File: src/rtl/totp_pkg.sv
// Shared constants, types and character decode helpers for the one-time password engine.
`default_nettype none
package totp_pkg;

  localparam int DEF_MAX_SECRET_CHARS = 128;
  localparam int HMAC_BLOCK_BYTES     = 64;

  localparam int TIME_W       = 40;
  localparam int CODE_W       = 30;
  localparam int LEN_W        = 4;
  localparam int CFG_W        = 12;
  localparam int CFG_IDX_W    = 2;
  localparam int CTR_W        = 64;
  localparam int DIGEST_W     = 160;
  localparam int DIGEST_BYTES = 20;
  localparam int CTR_BYTES    = 8;
  localparam int S_TDATA_W    = 88;
  localparam int M_TDATA_W    = 40;

  localparam logic [CFG_IDX_W-1:0] REG_CODE_DIGITS   = 2'd0;
  localparam logic [CFG_IDX_W-1:0] REG_PERIOD        = 2'd1;
  localparam logic [CFG_IDX_W-1:0] REG_VERIFY_WINDOW = 2'd2;
  localparam logic [CFG_IDX_W-1:0] REG_CODE_MODE     = 2'd3;

  localparam logic [7:0] IPAD        = 8'h36;
  localparam logic [7:0] OPAD        = 8'h5c;
  localparam logic [7:0] CH_EQUALS   = 8'h3D;
  localparam logic [7:0] TRUNC_MASK  = 8'h7F;
  localparam logic [7:0] PAD_MARKER  = 8'h80;

  localparam logic [11:0]      ALT_PERIOD   = 12'd30;
  localparam logic [LEN_W-1:0] ALT_DIGITS   = 4'd5;
  localparam logic [63:0]      ALT_CTR_MASK = 64'h0000_0000_FFFF_FFFF;

  localparam logic [31:0] IV0 = 32'h67452301;
  localparam logic [31:0] IV1 = 32'hEFCDAB89;
  localparam logic [31:0] IV2 = 32'h98BADCFE;
  localparam logic [31:0] IV3 = 32'h10325476;
  localparam logic [31:0] IV4 = 32'hC3D2E1F0;

  localparam logic [31:0] K0 = 32'h5A827999;
  localparam logic [31:0] K1 = 32'h6ED9EBA1;
  localparam logic [31:0] K2 = 32'h8F1BBCDC;
  localparam logic [31:0] K3 = 32'hCA62C1D6;

  typedef struct packed {
    logic init;
    logic push;
    logic finish;
  } sha_ctl_t;

  // {valid, value}; alphabet A-Z then 2-7, case folded
  function automatic logic [5:0] b32_decode(input logic [7:0] ch);
    logic [7:0] u;
    u = (ch >= 8'h61 && ch <= 8'h7A) ? ch - 8'd32 : ch;
    if (u >= 8'h41 && u <= 8'h5A) return {1'b1, 5'(u - 8'h41)};
    else if (u >= 8'h32 && u <= 8'h37) return {1'b1, 5'(u - 8'h32 + 8'd26)};
    else return 6'd0;
  endfunction

  // {valid, value}; url-safe characters map onto the standard ones
  function automatic logic [6:0] b64_decode(input logic [7:0] ch);
    if (ch >= 8'h41 && ch <= 8'h5A) return {1'b1, 6'(ch - 8'h41)};
    else if (ch >= 8'h61 && ch <= 8'h7A) return {1'b1, 6'(ch - 8'h61 + 8'd26)};
    else if (ch >= 8'h30 && ch <= 8'h39) return {1'b1, 6'(ch - 8'h30 + 8'd52)};
    else if (ch == 8'h2B || ch == 8'h2D) return {1'b1, 6'd62};
    else if (ch == 8'h2F || ch == 8'h5F) return {1'b1, 6'd63};
    else return 7'd0;
  endfunction

  function automatic logic [CODE_W-1:0] pow10(input logic [LEN_W-1:0] d);
    case (d)
      4'd2:    return 30'd100;
      4'd3:    return 30'd1000;
      4'd4:    return 30'd10000;
      4'd5:    return 30'd100000;
      4'd6:    return 30'd1000000;
      4'd7:    return 30'd10000000;
      4'd8:    return 30'd100000000;
      4'd9:    return 30'd1000000000;
      default: return 30'd10;
    endcase
  endfunction

endpackage
`default_nettype wire

File: src/rtl/totp_sha1.sv
// SHA-1 unit: byte-wide absorb, built-in padding, one round per cycle.
`default_nettype none
module totp_sha1 (
  input  logic                            clk,
  input  logic                            rst,
  input  totp_pkg::sha_ctl_t              ctl,
  input  logic [7:0]                      byte_in,
  output logic                            ready,
  output logic                            done,
  output logic [totp_pkg::DIGEST_W-1:0]   digest
);
  import totp_pkg::*;

  typedef enum logic [3:0] {
    SH_IDLE  = 4'b0001,
    SH_PAD   = 4'b0010,
    SH_ROUND = 4'b0100,
    SH_ADD   = 4'b1000
  } sh_state_t;

  sh_state_t   state;
  logic [31:0] h [5];
  logic [31:0] a, b, c, d, e;
  logic [511:0] blk;  // 16-word schedule window, W[t] on top
  logic [5:0]  fill;
  logic [15:0] len;
  logic [6:0]  rnd;
  logic        padding, marker, lenph, final_blk;

  logic [63:0] lenbits;
  logic [2:0]  lsel;
  logic        len_now;
  logic [7:0]  pad_byte;
  logic [31:0] wx, wnew, f, k, tmp;

  assign ready  = (state == SH_IDLE);
  assign digest = {h[0], h[1], h[2], h[3], h[4]};

  assign lenbits  = {45'd0, len, 3'b000};
  assign lsel     = 3'd7 - fill[2:0];
  assign len_now  = marker && (lenph || fill == 6'd56);
  assign pad_byte = !marker ? PAD_MARKER : (len_now ? lenbits[{lsel, 3'b000} +: 8] : 8'h00);

  assign wx   = blk[95:64] ^ blk[255:224] ^ blk[447:416] ^ blk[511:480];
  assign wnew = {wx[30:0], wx[31]};

  always_comb begin
    if (rnd < 7'd20) begin
      f = (b & c) | (~b & d);
      k = K0;
    end else if (rnd < 7'd40) begin
      f = b ^ c ^ d;
      k = K1;
    end else if (rnd < 7'd60) begin
      f = (b & c) | (b & d) | (c & d);
      k = K2;
    end else begin
      f = b ^ c ^ d;
      k = K3;
    end
    tmp = {a[26:0], a[31:27]} + f + e + k + blk[511:480];
  end

  always_ff @(posedge clk) begin
    if (rst) begin
      state <= SH_IDLE;
      done  <= 1'b0;
    end else begin
      done <= 1'b0;
      unique case (state)
        SH_IDLE: begin
          if (ctl.init) begin
            h[0] <= IV0; h[1] <= IV1; h[2] <= IV2; h[3] <= IV3; h[4] <= IV4;
            fill      <= '0;
            len       <= '0;
            padding   <= 1'b0;
            marker    <= 1'b0;
            lenph     <= 1'b0;
            final_blk <= 1'b0;
          end else if (ctl.push) begin
            blk  <= {blk[503:0], byte_in};
            fill <= fill + 1'b1;
            len  <= len + 1'b1;
            if (fill == 6'd63) begin
              state <= SH_ROUND;
              rnd   <= '0;
              a <= h[0]; b <= h[1]; c <= h[2]; d <= h[3]; e <= h[4];
            end
          end else if (ctl.finish) begin
            padding <= 1'b1;
            marker  <= 1'b0;
            lenph   <= 1'b0;
            state   <= SH_PAD;
          end
        end
        SH_PAD: begin
          blk    <= {blk[503:0], pad_byte};
          fill   <= fill + 1'b1;
          marker <= 1'b1;
          if (len_now) lenph <= 1'b1;
          if (len_now && fill == 6'd63) final_blk <= 1'b1;
          if (fill == 6'd63) begin
            state <= SH_ROUND;
            rnd   <= '0;
            a <= h[0]; b <= h[1]; c <= h[2]; d <= h[3]; e <= h[4];
          end
        end
        SH_ROUND: begin
          e   <= d;
          d   <= c;
          c   <= {b[1:0], b[31:2]};
          b   <= a;
          a   <= tmp;
          blk <= {blk[479:0], wnew};
          rnd <= rnd + 1'b1;
          if (rnd == 7'd79) state <= SH_ADD;
        end
        SH_ADD: begin
          h[0] <= h[0] + a; h[1] <= h[1] + b; h[2] <= h[2] + c;
          h[3] <= h[3] + d; h[4] <= h[4] + e;
          if (final_blk) begin
            done      <= 1'b1;
            padding   <= 1'b0;
            final_blk <= 1'b0;
            state     <= SH_IDLE;
          end else if (padding) begin
            state <= SH_PAD;
          end else begin
            state <= SH_IDLE;
          end
        end
        default: state <= SH_IDLE;
      endcase
    end
  end
endmodule
`default_nettype wire

File: config.mk
export PLATFORM = sky130hd
export DESIGN_NAME = totp_sha1
export DESIGN_NICKNAME = d
export VERILOG_FILES = /design/src/rtl/totp_pkg.sv /design/src/rtl/totp_sha1.sv
export SDC_FILE = /design/constraint.sdc
export NUM_CORES = 2
export LEC_CHECK = 0
export ABC_CLOCK_PERIOD_IN_PS = 62900
export BUFFER_PORTS_ARGS = -buffer_cell sky130_fd_sc_hd__buf_2
export CAP_MARGIN = 15
export CORE_AREA = 2 2 305 428
export CTS_CLUSTER_DIAMETER = 30
export CTS_CLUSTER_SIZE = 40
export DETAILED_ROUTE_END_ITERATION = 8
export DIE_AREA = 0 0 307 430
export RECOVER_POWER = 50
export SLEW_MARGIN = 0
export SYNTH_ARGS = -nofsm -noshare
export SYNTH_HDL_FRONTEND = slang
export SYNTH_SLANG_ARGS = --single-unit
File: constraint.sdc
create_clock -name clk -period 62.9 [get_ports clk]
set_clock_uncertainty 0.15 [all_clocks]
set_input_delay 12.58 -clock clk [delete_from_list [all_inputs] [get_ports clk]]
set_output_delay 12.58 -clock clk [all_outputs]
set_load 0.01 [all_outputs]
==> metrics.md <==
| Metric | Value |
|---|---|
| Power share of the combinational group | 0.073 |
| Power Total | 1.68 mW |
| CTS tree | built |
| Clock power frac | 0.517 |
| Worst skew pair latency | 780 ps |
| Synth Flop Type | edfxtp_1 |
| Core area | 0.128 mm^2 |
| Final Hold Slack | 360 ps |
| Final hold violations | 0 |
| Post-route minimum period | 17740 ps |
| Ys async rst share | 0 |
| Finished Cell Area | 0.0575 mm^2 |
| CTS Buffer Depth | 3 |
| Pwr dens | 29.3 mW/mm^2 |
| Vias | 36.3k |
| Total GRT Usage | 0.203 |
| Post-DP HPWL | 95.3 mm |
| Top cells by area, synth | edfxtp_1 52%, nand2_1 15%, fa_1 5.0% |
| Failing checks | max-capacitance violations, max-slew violations |
| Worst Setup Start Kind | input port |
| Area of the mapped netlist | 0.0497 mm^2 |
| Post-Syn Nets | 5418 |
| Final setup fails | 0 |
| Die span in x | 307 um |
| Setup WS pre-CTS | 45850 ps |
| Die footprint | 0.132 mm^2 |
| LEAKAGE | 23.3 nW |
| Crit. End Element | register |
| Port-buffer cells | 174 |
| Syn avg cell area | 9.78 um^2 |
| Critical path class | in2reg |
| Final wirelength | 135 mm |
| Layout cells sized above 1 | 0.0838 |
| Final period util | 0.282 |
| Synth-to-Final Area Change | 15.7% |
| Drt pass-1 iters | 6 |
| Final weighted congestion in routability-driven placement | 0.908 |
| Req. time, crit path | 63310 ps |
| Initial antenna violation count | 0 |
| Nets@finish | 5575 |
| H-tree depth | 4 |
| Post-cts sizing count | 0 |
| Hold-fix buffers, CTS | 0 |
| Sink Count | 870 |
| Switching pwr | 0.428 mW |
| # DRC | 0 |
| Vias in the first global route | 36.2k |
| Row count | 156 |
| Register area share after synthesis | 0.525 |
| Area leader, netlist | edfxtp_1 |
| Maximum VDD drop | 24.9 uV |
| Number of synthesized register bits | 870 |
| Setup ws final | 45160 ps |
| Flop pwr share | 0.410 |
| Initial Utilization | 0.387 |
| Antenna viol nets, final | 0 |
| Routed len/inst | 19.2 um |
| Status | finished, violations left |
| Most common cell after layout, fill and taps aside | nand2_1 |
| TritonCTS buffer count | 154 |
| Rel. slew slack | -2.82 |
| Slew Limit Fails | 1455 |
| Placement Cell Area | 0.0522 mm^2 |
| DR vias/cell | 5.17 |
| Pint | 1.26 mW |
| Unique masters post-synth | 75 |
| First-pass GRT wire length | 207 mm |
| CP arrival | 18150 ps |
| Root Buffer | clkbuf_16 |
| Most frequent cells in the layout | 1968 x nand2_1, 865 x edfxtp_1, 224 x inv_1 |
| I/O pin count | 175 |
| Max Fclk | 56.4 MHz |
| EDFF count, synth | 865 |
| MaxCap Viol Count | 21 |
| First DRT Iteration DRCs | 2939 |
| Setup bufs post-CTS | 0 |
| HP Class | reg2reg |
| Setup_tns | 0 ps |
| Count of warnings emitted by yosys | 0 |
| Synth top area share | 0.523 |
| Sw Ratio | 0.254 |
| Mapped Cells | 5083 |
| Clock-pin slew on the worst setup and hold paths | 60 ps |
| Worst-Margin Slew | 5730 ps |
| ANT cells | 0 |
| RSZ-0062 raised after global routing | false |
| Largest net degree at the start of global routing | 190 |
| Crit-path max FO | 95 |
| Die height | 430 um |
| Grt ovf | 0 |
## metrics by stage
stage,std cells,util
3_3_place_gp,6742,0.407
4_1_cts,7029,0.449
3_5_place_dp,6742,0.407
5_1_grt,7030,0.448
6_report,7030,0.448
2_1_floorplan,5083,-
## layout make-up
| cell class | instances | area (um^2) |
|---|---|---|
| Inverter | 224 | 841 |
| Tap cell | 1659 | 2080 |
| Clock inverter | 122 | 1500 |
| Sequential cell | 870 | 26100 |
| Timing Repair Buffer | 209 | 1040 |
| Fill cell | 12200 | 70900 |
| Multi-Input combinational cell | 3781 | 22000 |
| Clock buffer | 165 | 3940 |
## per-layer routing
layer	track usage	wire length, um	vias to the layer above
met4	0.0958	6440	0
met1	0.242	54500	17600
met5	0	0	-
li1	-	-	17700
met3	0.0368	6240	254
met2	0.352	67600	824
## power by group through the flow
stage                     Sequential (mW)  Clock [mW]  Combinational [mW]
after floorplan                     0.719           0              0.0899
after global placement              0.702           0               0.123
after detailed placement            0.702           0               0.124
after CTS                           0.691       0.884               0.125
after global routing                0.693       0.907               0.139
final                               0.691       0.871               0.124
## logic make-up after synthesis
| logic type | count (synthesis) | share of synthesized area |
|---|---|---|
| mux | 40 | 0.00846 |
| flops | 870 | 0.525 |
| buf+inv | 432 | 0.0326 |
| simple gates | 2432 | 0.195 |
| xor+xnor | 273 | 0.0481 |
| fa+ha+maj | 322 | 0.0999 |
| compound gates | 714 | 0.0917 |
## flip-flops by register name, summed over array words and instances (netlist names), 4 cells and up
name   count
b         32
d         32
rnd        7
state      4
c         32
h        160
e         32
blk      512
len       16
a         32
fill       6
## synthesized netlist by cell type (all sizes together) (22+ instances only)
| library cell | instances |
|---|---|
| nand4 | 22 |
| xnor2 | 182 |
| fa | 125 |
| xor2 | 91 |
| nand3 | 49 |
| nand2 | 1968 |
| o21a | 29 |
| inv | 224 |
| a21o | 100 |
| ha | 197 |
| edfxtp | 865 |
| nor2 | 218 |
| nand2b | 38 |
| clkbuf | 196 |
| a21oi | 159 |
| o21ai | 217 |
| nor2b | 29 |
| a211oi | 32 |
| mux2i | 24 |
| nor3 | 31 |
## critical path: stages
cell and delay, ps:
clkbuf_1 190, nor3_2 210, clkbuf_1 3930, nand3_1 390
nor2_1 260, a311oi_1 80, o311ai_1 310
## path summary, 6_finish.rpt
check / startpoint / endpoint / cells past startpoint / slack [ps]
hold reg to reg: blk[164]$_DFFE_PP_ / blk[172]$_DFFE_PP_ / 2 / 360
setup / recovery: rst / h[0][127]$_SDFFCE_PN0P_ / 7 / 45160
setup reg to reg: state[0]$_SDFFE_PP1P_ / blk[12]$_DFFE_PP_ / 7 / 47980
hold / removal: blk[164]$_DFFE_PP_ / blk[172]$_DFFE_PP_ / 2 / 360
No activity file was read; power rests on OpenSTA's default activity.
