`config.mk`:
```
export PLATFORM = sky130hd
export DESIGN_NAME = totp_div
export DESIGN_NICKNAME = d
export VERILOG_FILES = /design/src/rtl/totp_pkg.sv /design/src/rtl/totp_div.sv
export SDC_FILE = /design/constraint.sdc
export NUM_CORES = 1
export LEC_CHECK = 0
export ABC_AREA = 1
export BUFFER_PORTS_ARGS = -buffer_cell sky130_fd_sc_hd__buf_2
export CORE_ASPECT_RATIO = 0.5
export CORE_MARGIN = 2
export CORE_UTILIZATION = 40
export CTS_CLUSTER_SIZE = 24
export DETAILED_ROUTE_END_ITERATION = 10
export GPL_TIMING_DRIVEN = 0
export PLACE_DENSITY_LB_ADDON = 0.12
export SETUP_SLACK_MARGIN = 0.5
export SLEW_MARGIN = 20
export SYNTH_ARGS = -nofsm -noshare
export SYNTH_HDL_FRONTEND = slang
export SYNTH_SLANG_ARGS = --single-unit
```
`constraint.sdc`:
```
create_clock -name clk -period 9.7 [get_ports clk]
set_input_delay 0.97 -clock clk [delete_from_list [all_inputs] [get_ports clk]]
set_output_delay 0.97 -clock clk [all_outputs]
set_load 0.02 [all_outputs]
```
`src/rtl/totp_pkg.sv`:
```
// Shared constants, types and character decode helpers for the one-time password engine.
`default_nettype none
package totp_pkg;

  localparam int DEF_MAX_SECRET_CHARS = 128;
  localparam int HMAC_BLOCK_BYTES     = 64;

  localparam int TIME_W       = 40;
  localparam int CODE_W       = 30;
  localparam int LEN_W        = 4;
  localparam int CFG_W        = 12;
  localparam int CFG_IDX_W    = 2;
  localparam int CTR_W        = 64;
  localparam int DIGEST_W     = 160;
  localparam int DIGEST_BYTES = 20;
  localparam int CTR_BYTES    = 8;
  localparam int S_TDATA_W    = 88;
  localparam int M_TDATA_W    = 40;

  localparam logic [CFG_IDX_W-1:0] REG_CODE_DIGITS   = 2'd0;
  localparam logic [CFG_IDX_W-1:0] REG_PERIOD        = 2'd1;
  localparam logic [CFG_IDX_W-1:0] REG_VERIFY_WINDOW = 2'd2;
  localparam logic [CFG_IDX_W-1:0] REG_CODE_MODE     = 2'd3;

  localparam logic [7:0] IPAD        = 8'h36;
  localparam logic [7:0] OPAD        = 8'h5c;
  localparam logic [7:0] CH_EQUALS   = 8'h3D;
  localparam logic [7:0] TRUNC_MASK  = 8'h7F;
  localparam logic [7:0] PAD_MARKER  = 8'h80;

  localparam logic [11:0]      ALT_PERIOD   = 12'd30;
  localparam logic [LEN_W-1:0] ALT_DIGITS   = 4'd5;
  localparam logic [63:0]      ALT_CTR_MASK = 64'h0000_0000_FFFF_FFFF;

  localparam logic [31:0] IV0 = 32'h67452301;
  localparam logic [31:0] IV1 = 32'hEFCDAB89;
  localparam logic [31:0] IV2 = 32'h98BADCFE;
  localparam logic [31:0] IV3 = 32'h10325476;
  localparam logic [31:0] IV4 = 32'hC3D2E1F0;

  localparam logic [31:0] K0 = 32'h5A827999;
  localparam logic [31:0] K1 = 32'h6ED9EBA1;
  localparam logic [31:0] K2 = 32'h8F1BBCDC;
  localparam logic [31:0] K3 = 32'hCA62C1D6;

  typedef struct packed {
    logic init;
    logic push;
    logic finish;
  } sha_ctl_t;

  // {valid, value}; alphabet A-Z then 2-7, case folded
  function automatic logic [5:0] b32_decode(input logic [7:0] ch);
    logic [7:0] u;
    u = (ch >= 8'h61 && ch <= 8'h7A) ? ch - 8'd32 : ch;
    if (u >= 8'h41 && u <= 8'h5A) return {1'b1, 5'(u - 8'h41)};
    else if (u >= 8'h32 && u <= 8'h37) return {1'b1, 5'(u - 8'h32 + 8'd26)};
    else return 6'd0;
  endfunction

  // {valid, value}; url-safe characters map onto the standard ones
  function automatic logic [6:0] b64_decode(input logic [7:0] ch);
    if (ch >= 8'h41 && ch <= 8'h5A) return {1'b1, 6'(ch - 8'h41)};
    else if (ch >= 8'h61 && ch <= 8'h7A) return {1'b1, 6'(ch - 8'h61 + 8'd26)};
    else if (ch >= 8'h30 && ch <= 8'h39) return {1'b1, 6'(ch - 8'h30 + 8'd52)};
    else if (ch == 8'h2B || ch == 8'h2D) return {1'b1, 6'd62};
    else if (ch == 8'h2F || ch == 8'h5F) return {1'b1, 6'd63};
    else return 7'd0;
  endfunction

  function automatic logic [CODE_W-1:0] pow10(input logic [LEN_W-1:0] d);
    case (d)
      4'd2:    return 30'd100;
      4'd3:    return 30'd1000;
      4'd4:    return 30'd10000;
      4'd5:    return 30'd100000;
      4'd6:    return 30'd1000000;
      4'd7:    return 30'd10000000;
      4'd8:    return 30'd100000000;
      4'd9:    return 30'd1000000000;
      default: return 30'd10;
    endcase
  endfunction

endpackage
`default_nettype wire

```
`src/rtl/totp_div.sv`:
```
// Restoring divider, one quotient bit per cycle; gives quotient and remainder.
`default_nettype none
module totp_div (
  input  logic                          clk,
  input  logic                          rst,
  input  logic                          start,
  input  logic [totp_pkg::TIME_W-1:0]   dividend,
  input  logic [totp_pkg::CODE_W-1:0]   divisor,
  output logic                          busy,
  output logic [totp_pkg::TIME_W-1:0]   quot,
  output logic [totp_pkg::CODE_W-1:0]   rem
);
  import totp_pkg::*;

  localparam int CntW = $clog2(TIME_W + 1);

  logic [CODE_W-1:0] d;
  logic [CntW-1:0]   cnt;
  logic [CODE_W:0]   r_sh;
  logic [CODE_W:0]   r_sub;
  logic              ge;

  assign r_sh  = {rem, quot[TIME_W-1]};
  assign r_sub = r_sh - {1'b0, d};
  assign ge    = (r_sh >= {1'b0, d});

  always_ff @(posedge clk) begin
    if (rst) begin
      busy <= 1'b0;
    end else if (start) begin
      quot <= dividend;
      rem  <= '0;
      d    <= divisor;
      cnt  <= '0;
      busy <= 1'b1;
    end else if (busy) begin
      quot <= {quot[TIME_W-2:0], ge};
      rem  <= ge ? r_sub[CODE_W-1:0] : r_sh[CODE_W-1:0];
      cnt  <= cnt + 1'b1;
      if (cnt == CntW'(TIME_W - 1)) busy <= 1'b0;
    end
  end
endmodule
`default_nettype wire

```
==> results of run 1 <==
[power by group through the flow]
| stage | Clock [W] | Sequential [W] | Combinational, W |
|---|---|---|---|
| after floorplan | 0 | 0.000619 | 0.000268 |
| after global placement | 0 | 0.000592 | 0.000417 |
| after detailed placement | 0 | 0.000588 | 0.000429 |
| after CTS | 0.000401 | 0.000579 | 0.000431 |
| after global routing | 0.000419 | 0.000584 | 0.000485 |
| final | 0.000390 | 0.000579 | 0.000430 |
[layout by cell type, fill, tap and decap left out]
cell type and count:
a21oi_1 17, a21oi_2 1, and2_1 4, buf_1 9, buf_12 2, buf_16 3, buf_2 144, buf_6 4
bufinv_16 1, clkbuf_1 3, clkbuf_16 9, clkinv_1 1, clkinv_4 2, dfxtp_1 1, diode_2 2, edfxtp_1 106
fa_1 1, ha_1 32, inv_1 161, inv_2 6, inv_8 3, nand2_1 406, nand2_2 4, nand2_4 1
nand3_1 32, nand3_2 3, nand3b_1 4, nand4_1 8, nor2_1 80, nor2_2 14, nor2_4 2, nor3_1 8
nor3_2 1, o21a_1 1, o21ai_0 4, o21ai_2 2, or2_1 1, xnor2_1 13, xor2_1 1
[how the worst min path moves through the flow]
stage	to	startpoint	cells after the start
after floorplan	cnt[0]	cnt[0]	1
after global placement	quot[34]	quot[33]	2
final	quot[4]	quot[3]	2
after global routing	quot[37]	quot[36]	2
after detailed placement	quot[6]	quot[5]	2
after CTS	quot[6]	quot[5]	2
[worst max-delay path: cells and delay by family (launching register included)]
family / cells / cell delay (ns)
AND/OR/NAND/NOR: 8 / 1.14
adder cells (fa/ha/maj): 1 / 0.38
flip-flops: 1 / 0.44
buffers and inverters: 3 / 0.41
[flip-flops by register name (all words and copies together), names as in the netlist]
register	cells
cnt	6
quot	40
d	30
rem	30
busy	1
[synthesized netlist by cell type]
cell type  number  area, µm²
inv_1         161        604
inv_2           6       22.5
dfxtp_1         1       20.0
buf_12          1       20.0
nand2_1       406       1520
nand3_1        32        160
xnor2_1        13        114
clkbuf_1        2       7.51
o21a_1          1       7.51
nor2_2         14       87.6
a21oi_2         1       8.76
fa_1            1       20.0
buf_1           9       33.8
nand2_4         1       11.3
or2_1           1       6.26
a21oi_1        17       85.1
o21ai_0         4       20.0
o21ai_2         2       17.5
xor2_1          1       8.76
nor3_2          1       10.0
buf_6           4       45.0
buf_2           2       10.0
nand3b_1        4       30.0
clkinv_1        1       3.75
edfxtp_1      106       3180
nor2_1         82        308
nand4_1         8       50.1
nor3_1          8       40.0
ha_1           32        400
and2_1          4       25.0
nand2_2         4       25.0
nand3_2         3       30.0
[per-stage QoR]
stage | total power (W) | setup WS [ns] | instance area [µm²] | utilization
6_report | 0.00140 | 7.11 | 8370 | 0.502
5_1_grt | 0.00149 | 6.93 | 8360 | 0.501
4_1_cts | 0.00141 | 7.08 | 8360 | 0.501
3_5_place_dp | 0.00102 | 6.79 | 8050 | 0.483
3_3_place_gp | 0.00101 | 2.73 | 7930 | 0.476
2_1_floorplan | 0.000887 | 4.67 | 6940 | -
[per-layer routing]
metal	vias up	track usage	wire, µm	part of all wire
met5	-	0	13	0.00071
met4	2	0.0322	115	0.0063
met3	12	0.0686	1340	0.073
met2	153	0.296	7270	0.40
met1	2695	0.302	9620	0.52
li1	3181	-	-	-
[cell type report]
type | count | share of cell area
Antenna cell | 2 | 0.000598
Inverter | 168 | 0.0754
Clock inverter | 6 | 0.00972
Sequential cell | 107 | 0.383
Timing Repair Buffer | 146 | 0.0972
Clock buffer | 10 | 0.0274
Buffer | 18 | 0.0139
Multi-Input combinational cell | 640 | 0.359
Tap cell | 227 | 0.0339
[kinds of logic after synthesis]
kind of cell	count (synthesis)	share of synthesized area
fa+ha+maj	33	0.0606
simple gates	568	0.332
xor+xnor	14	0.0177
buf+inv	186	0.108
flops	107	0.462
compound gates	25	0.0200
==> results.toml, run 1 <==
[timing]
hold_viol_final = 0
maxSlewViolCount = 0
min_period_ns = 2.59
worst_pin_slew_ns = 0.596
tns_ns = 0
relSlewSlack = 0.601
skew_ns = 0.0154
holdWs_ns = 0.544
fmax_mhz = 386
grt_setup_unrepaired = "false"
setup_violations = 0
post-route-period-util = 0.267

[clock_network]
cts_tree = "done"
post-cts-setup-buffer-count = 0
cts_buffer_depth = 2
path_clk_slew_ns = 0.08
cts_htree_levels = 3
holdBufCountCts = 0
numCtsBuffers = 9
clk_latency_ns = 0.36
root_buffer = "clkbuf_16"
cts_sinks = 107
ctsResizeCount = 0

[cells_and_area]
area_growth_pct = 20.6
final_net_count = 1196
stdcell_count = 1324
multiInputGateArea_mm2 = 0.00300
regArea_mm2 = 0.00320
drive_above_1_share = 0.184
fillers = 1737

[floorplan]
die-area_mm2 = 0.0185
start_util = 0.416
die_w_um = 190
core_area_mm2 = 0.0167
pin_count = 144
num_rows = 33
fp.dieH_um = 97.1

[placement]
globalplace.congestion = 0.894
hpwlAfterDp_um = 14700
place_inst = 1306
io_buffers = 142

[drt]
drc = 0
wl_um = 18400
drt_iter0_drc = 349
avgRoutedWirePerCell_um = 13.9
drtPass1Iterations = 5
vias = 6043
ant_nets = 0
vias_per_cell = 4.56

[logic_synthesis]
yosysWarnings = 0
ys_seq_area_frac = 0.462
syn_inst = 933
postSynthAreaPerCell_um2 = 7.44
synth_cell_type_count = 32
synth_fp_nets = 1039
synth_seq_cells = 107
synth_area_mm2 = 0.00694

[setup_path]
path_cells = "ha_1 -> nand2_1 -> nor2_1 -> nand2_1 -> nor3_1 -> nand2_1 -> nand3_2 -> buf_6 -> buf_6 -> nand3_2 -> nand2_1 -> inv_1"
cp.arrival_ns = 2.71
crit_path_max_fanout = 10
cp_slowest_stage_delay_ns = 0.44
r2r_cells = 12
critPathMostFrequentCell = "nand2_1"
end_kind = "flop"
reg2reg_slack_ns = 7.11
start_kind = "flop"
path_class = "flop to flop"
rr_endpoint = "rem[26]"
r2r_start = "rem[17]"
crit_end = "rem[26]"
slowest_stage = "edfxtp_1"
critPathLaunch = "rem[17]"
cp.required_ns = 9.82

[power]
power_leakage_nw = 4.40
power.switching_w = 0.000484
seqPwrFrac = 0.414
swShare = 0.346
intPower_w = 0.000915
combPwrFrac = 0.307
peakVddDrop_v = 0.0000940
power_density_mw_per_mm2 = 167
power.share.clock = 0.279

[global_route]
grt-ovfl-total = 0
grt_usage = 0.205
grt_max_degree = 27
grt_antenna_before_repair = 2
grt_pass1_wl_um = 29400
first_global_vias = 5698

[min_path]
worstHoldPathType = "flop to flop"

[outcome]
status = "completed"

[run]
cap_viol_max_count = 0
Power figures use the tool's default switching activity.
==> inputs of run 2 (changes only) <==
==> constraint.sdc (replaced) <==
create_clock -name clk -period 2.3 [get_ports clk]
set_input_delay 0.23 -clock clk [delete_from_list [all_inputs] [get_ports clk]]
set_output_delay 0.23 -clock clk [all_outputs]
set_load 0.02 [all_outputs]
==> run 2 against run 1 <==
Net effect: critical path depth is 2 higher; worst hold slack got worse by 0.51 ns; largest cell class is now multi-input gates; clock power grew to 3.9 times the previous value; first-iteration DRC count rose by 7.7%; highest routed layer unchanged.
==> results.toml, run 2 (synthesis results as in run 1) <==
[clock_network]
clk_latency_ns = 0.37
cts_tree = "done"
root_buffer = "clkbuf_16"
numCtsBuffers = 9
path_clk_slew_ns = 0.09
cts_buffer_depth = 2
cts_sinks = 107
holdBufCountCts = 0
cts_htree_levels = 3

[timing]
setup_violations = 0
hold_viol_final = 0
maxSlewViolCount = 0
fin_ws_ns = 0.0642
min_period_ns = 2.24
relSlewSlack = 0.598
fmax_mhz = 447
holdWs_ns = 0.0335
grt_setup_unrepaired = "true"
post-route-period-util = 0.972
skew_ns = 0.0190
tns_ns = 0
worst_pin_slew_ns = 0.601

[placement]
placed_cell_area_mm2 = 0.00846
io_buffers = 142
hpwlAfterDp_um = 15100
globalplace.congestion = 0.862
post-place-ws_ns = -0.130

[setup_path]
cp.arrival_ns = 2.35
end_kind = "flop"
r2r_cells = 14
slowest_stage = "edfxtp_1"
crit_path_max_fanout = 6
r2r_start = "rem[19]"
path_cells = "ha_4 -> buf_6 -> nand2_4 -> nor2_4 -> nand2_2 -> nor3_2 -> nand3_2 -> nand3_4 -> buf_12 -> buf_6 -> buf_6 -> nand2_2 -> nand2_1 -> nor2_1"
rr_endpoint = "rem[15]"
crit_end = "rem[15]"
path_class = "flop to flop"
start_kind = "flop"
reg2reg_slack_ns = 0.06
critPathMostFrequentCell = "buf_6"
cp.required_ns = 2.41
critPathLaunch = "rem[19]"
cp_slowest_stage_delay_ns = 0.45

[global_route]
grt-ovfl-total = 0
grt_antenna_before_repair = 1
grt_pass1_wl_um = 32500
grt_max_degree = 28
grt_usage = 0.226
first_global_vias = 6330

[drt]
drt_iter0_drc = 376
ant_nets = 0
vias = 6448
vias_per_cell = 4.59
drtPass1Iterations = 4
avgRoutedWirePerCell_um = 14.4
drc = 0
wl_um = 20300

[floorplan]
pin_count = 144
num_rows = 33
die_w_um = 190
fp.dieH_um = 97.1
core_area_mm2 = 0.0167
start_util = 0.416
die-area_mm2 = 0.0185

[power]
power_density_mw_per_mm2 = 661
peakVddDrop_v = 0.000426
power_leakage_nw = 4.94

[cells_and_area]
final_common_cell = "nand2_1"
fin_area_mm2 = 0.0100
final_cell_mix = "339 x nand2_1, 143 x buf_2, 142 x inv_1"
final_net_count = 1280
reg.largest.list = "quot x40, d x30, rem x30"
area_growth_pct = 44.2
fillers = 1584
largest_reg_flops = 40
regArea_mm2 = 0.00321
top_register = "quot"
multiInputGateArea_mm2 = 0.00392
drive_above_1_share = 0.384
fin_util = 0.600

[min_path]
worstHoldPathType = "input pin to flop"

[run]
cap_viol_max_count = 0

[outcome]
status = "completed"
[run 2: cell count changes in the layout (fill, tap and decap cells not counted), sizes merged]
cell,change
clkinvlp,+1
diode,-1
bufinv,-1
buf,+83
[run 2: critical path, delay by kind of cell (launching register included)]
kind | cells | cell delay (ns)
adders and majority gates | 1 | 0.35
buffers and inverters | 4 | 0.45
and+or+nand+nor | 9 | 0.74
DFF | 1 | 0.45
[run 2: worst min path at each step]
stage | slack, ns | to | from | depth (start not counted)
floorplan | 0.30 | busy | rst | 1
global placement | 0.41 | d[20] | divisor[20] | 1
detailed placement | 0.41 | d[5] | divisor[5] | 1
CTS | 0.02 | d[21] | divisor[21] | 1
global route | 0.02 | d[23] | divisor[23] | 1
finish | 0.03 | d[22] | divisor[22] | 1
[run 2: metrics by stage]
| stage | total power, W | cells |
|---|---|---|
| 3_5_place_dp | 0.00446 | 1306 |
| 5_1_grt | 0.00701 | 1405 |
| 4_1_cts | 0.00641 | 1386 |
| 2_1_floorplan | 0.00387 | 933 |
| 6_report | 0.00662 | 1406 |
| 3_3_place_gp | 0.00442 | 1302 |
[run 2: area by class of cell]
class,count,share of cell area
Timing Repair Buffer,230,0.152
Inverter,168,0.0630
Sequential cell,107,0.320
Multi-Input combinational cell,640,0.391
Buffer,18,0.0164
Clock inverter,6,0.00588
Antenna cell,1,0.000250
Tap cell,227,0.0284
Clock buffer,9,0.0225
[run 2: power breakdown]
group          internal, W  total [W]  leakage, nW  switching [W]
Sequential         0.00235    0.00245         1.03       0.000102
Combinational      0.00114    0.00262         3.77        0.00148
Clock             0.000757    0.00154        0.137       0.000786
Total              0.00425    0.00662         4.94        0.00236
[run 2: what timing repair did]
action | 4_1_cts | 5_1_grt
gates resized for setup | 90 | 92
setup buffers | 63 | 18
endpoints found under the hold margin | 0 | 0
pin swaps | 51 | 25
gates cloned | 2 | 1
endpoints found under the setup margin | 31 | 31
[run 2: per-layer routing]
metal	share of wire	vias up	global-route usage	wire length, µm
met4	0.0076	2	0.0334	154
met2	0.42	154	0.342	8470
met1	0.49	2926	0.325	9970
met3	0.081	14	0.0650	1640
li1	-	3352	-	-
met5	0.00064	-	0	13
==> inputs of run 3 (changes only) <==
==> constraint.sdc (replaced) <==
create_clock -name clk -period 2.1 [get_ports clk]
set_input_delay 0.21 -clock clk [delete_from_list [all_inputs] [get_ports clk]]
set_output_delay 0.21 -clock clk [all_outputs]
set_load 0.02 [all_outputs]
==> run 3 against run 2 <==
Net effect: the run now ends with negative setup slack left; non-clock buffer count down 3; final area increased by 1.4%; die area stayed put; utilization increased by 0.83 points; critical endpoint is now rem[26]; worst hold slack lost 0.020 ns; first-iteration DRC count shrank 6.4%.
==> results.toml, run 3 (synthesis results as in run 1) <==
[floorplan]
die-area_mm2 = 0.0185
pin_count = 144
die_w_um = 190
fp.dieH_um = 97.1
num_rows = 33
core_area_mm2 = 0.0167
start_util = 0.416

[setup_path]
cp.arrival_ns = 2.38
path_class = "flop to flop"
cp.required_ns = 2.23
crit_buf_inv = 5
end_kind = "flop"
r2r_cells = 13
crit_end = "rem[26]"
r2r_start = "rem[26]"
crit_path_max_fanout = 5
reg2reg_slack_ns = -0.15
cp_num_cells = 13
slowest_stage = "edfxtp_1"
path_cells = "ha_4 -> buf_6 -> nand2_4 -> nor2_4 -> inv_2 -> nor3_4 -> nand3_2 -> nand3_4 -> buf_12 -> buf_12 -> nand3_4 -> nand2_2 -> inv_2"
rr_endpoint = "rem[26]"
start_kind = "flop"
cp_top_family = "simple AND/OR/NAND/NOR gates"
critPathLaunch = "rem[26]"
cp_slowest_stage_delay_ns = 0.43

[power]
intPower_w = 0.00482
peakVddDrop_v = 0.000548
power_leakage_nw = 5.02
seqPwrFrac = 0.358
power.share.clock = 0.241
power.switching_w = 0.00267
combPwrFrac = 0.400
power_density_mw_per_mm2 = 739
swShare = 0.357

[clock_network]
cts_buffer_depth = 2
clk_latency_ns = 0.37
numCtsBuffers = 9
cts_htree_levels = 3
cts_sinks = 107
holdBufCountCts = 0
path_clk_slew_ns = 0.08
root_buffer = "clkbuf_16"
cts_tree = "done"

[timing]
relSlewSlack = 0.323
setup_violations = 29
worst_pin_slew_ns = 1.01
fmax_mhz = 444
min_period_ns = 2.25
post-route-period-util = 1.07
fin_ws_ns = -0.150
skew_ns = 0.0138
hold_viol_final = 0
maxSlewViolCount = 0
grt_setup_unrepaired = "true"

[drt]
avgRoutedWirePerCell_um = 14.8
drt_iter0_drc = 352
drtPass1Iterations = 4
wl_um = 20800
ant_nets = 0
drc = 0
vias = 6490
m1WireLength_um = 10300
vias_per_cell = 4.63
top_layer_used = "met5"
dr_wl_met3_um = 1550
wl_met2_um = 8630

[placement]
io_buffers = 142
globalplace.congestion = 0.924
hpwlAfterDp_um = 15100
placed_cell_area_mm2 = 0.00846

[global_route]
grt-ovfl-total = 0
grt_pass1_wl_um = 31700
first_global_vias = 6168
grt_max_degree = 32
grt_antenna_before_repair = 5
grt_usage = 0.221

[min_path]
hold_path_depth = 1
worstHoldPathType = "input pin to flop"

[cells_and_area]
final_net_count = 1277
drive_above_1_share = 0.392
area_growth_pct = 46.2
fillers = 1516
largest_reg_flops = 40
reg.largest.list = "quot x40, d x30, rem x30"
fin_area_mm2 = 0.0101
diodes = 0
fin_util = 0.608
final_common_cell = "nand2_1"
top_register = "quot"
final_cell_mix = "329 x nand2_1, 146 x inv_1, 143 x buf_2"

[run]
cap_viol_max_count = 0

[outcome]
status = "finished, violations left"
violations = "negative setup slack"
run 3: cell count changes in the layout (fill, tap and decap cells not counted), sizes merged:
cell / delta
buf: -6
bufinv: +1
clkbuf: +4
clkinv: -1
clkinvlp: -1
diode: -1
inv: +1
run 3: worst reg2reg max path, stage by stage, from the launching register on:
cell	delay, ns
edfxtp_1	0.43
ha_4	0.33
buf_6	0.11
nand2_4	0.05
nor2_4	0.09
inv_2	0.06
nor3_4	0.17
nand3_2	0.12
nand3_4	0.14
buf_12	0.15
buf_12	0.14
nand3_4	0.10
nand2_2	0.09
inv_2	0.03
run 3: how the worst min path moves through the flow:
| stage | to | from |
|---|---|---|
| 2_1_floorplan | busy | rst |
| 3_3_place_gp | d[22] | divisor[22] |
| 3_5_place_dp | d[22] | divisor[22] |
| 4_1_cts | d[8] | divisor[8] |
| 5_1_grt | d[6] | divisor[6] |
| 6_report | d[8] | divisor[8] |
run 3: repair_timing:
item                                   4_1_cts  5_1_grt
setup endpoints to repair                   31       31
pin swaps                                   47       26
gates cloned                                 1        4
endpoints found under the hold margin        0        0
buffers inserted                            63       13
gates resized for setup                    111       95
run 3: per-stage QoR:
| stage | hold WS [ns] | TNS (ns) | power, W | setup WS (ns) | instances |
|---|---|---|---|---|---|
| 3_5_place_dp | 0.388 | -6.54 | 0.00489 | -0.349 | 1306 |
| 3_3_place_gp | 0.386 | -42.40 | 0.00484 | -0.483 | 1302 |
| 2_1_floorplan | 0.279 | -0.117 | 0.00424 | -0.0103 | 933 |
| 6_report | 0.0134 | -2.24 | 0.00750 | -0.150 | 1403 |
| 4_1_cts | 0.00551 | -0.981 | 0.00718 | -0.0940 | 1386 |
| 5_1_grt | 0.00580 | -4.85 | 0.00792 | -0.210 | 1403 |
run 3: final cells by class:
type	instances	area [µm²]	share of cell area
inverter	168	633	0.0624
clock buffer	10	229	0.0226
tap	227	284	0.0280
buffer	18	168	0.0165
timing repair buffer	227	1540	0.152
multi-input combinational	640	4010	0.395
sequential	107	3210	0.316
clock inverter	6	76.3	0.00752
run 3: power by group through the flow:
stage	clock network, W	registers, W	logic [W]
after CTS	0.00186	0.00269	0.00264
after global placement	0	0.00275	0.00209
after global routing	0.00194	0.00271	0.00328
final	0.00181	0.00269	0.00300
after floorplan	0	0.00288	0.00136
after detailed placement	0	0.00275	0.00214
run 3: routing by layer:
layer | track usage | vias up
met2 | 0.326 | 171
met4 | 0.0340 | 8
met3 | 0.0701 | 22
li1 | - | 3346
met5 | 0 | -
met1 | 0.321 | 2943
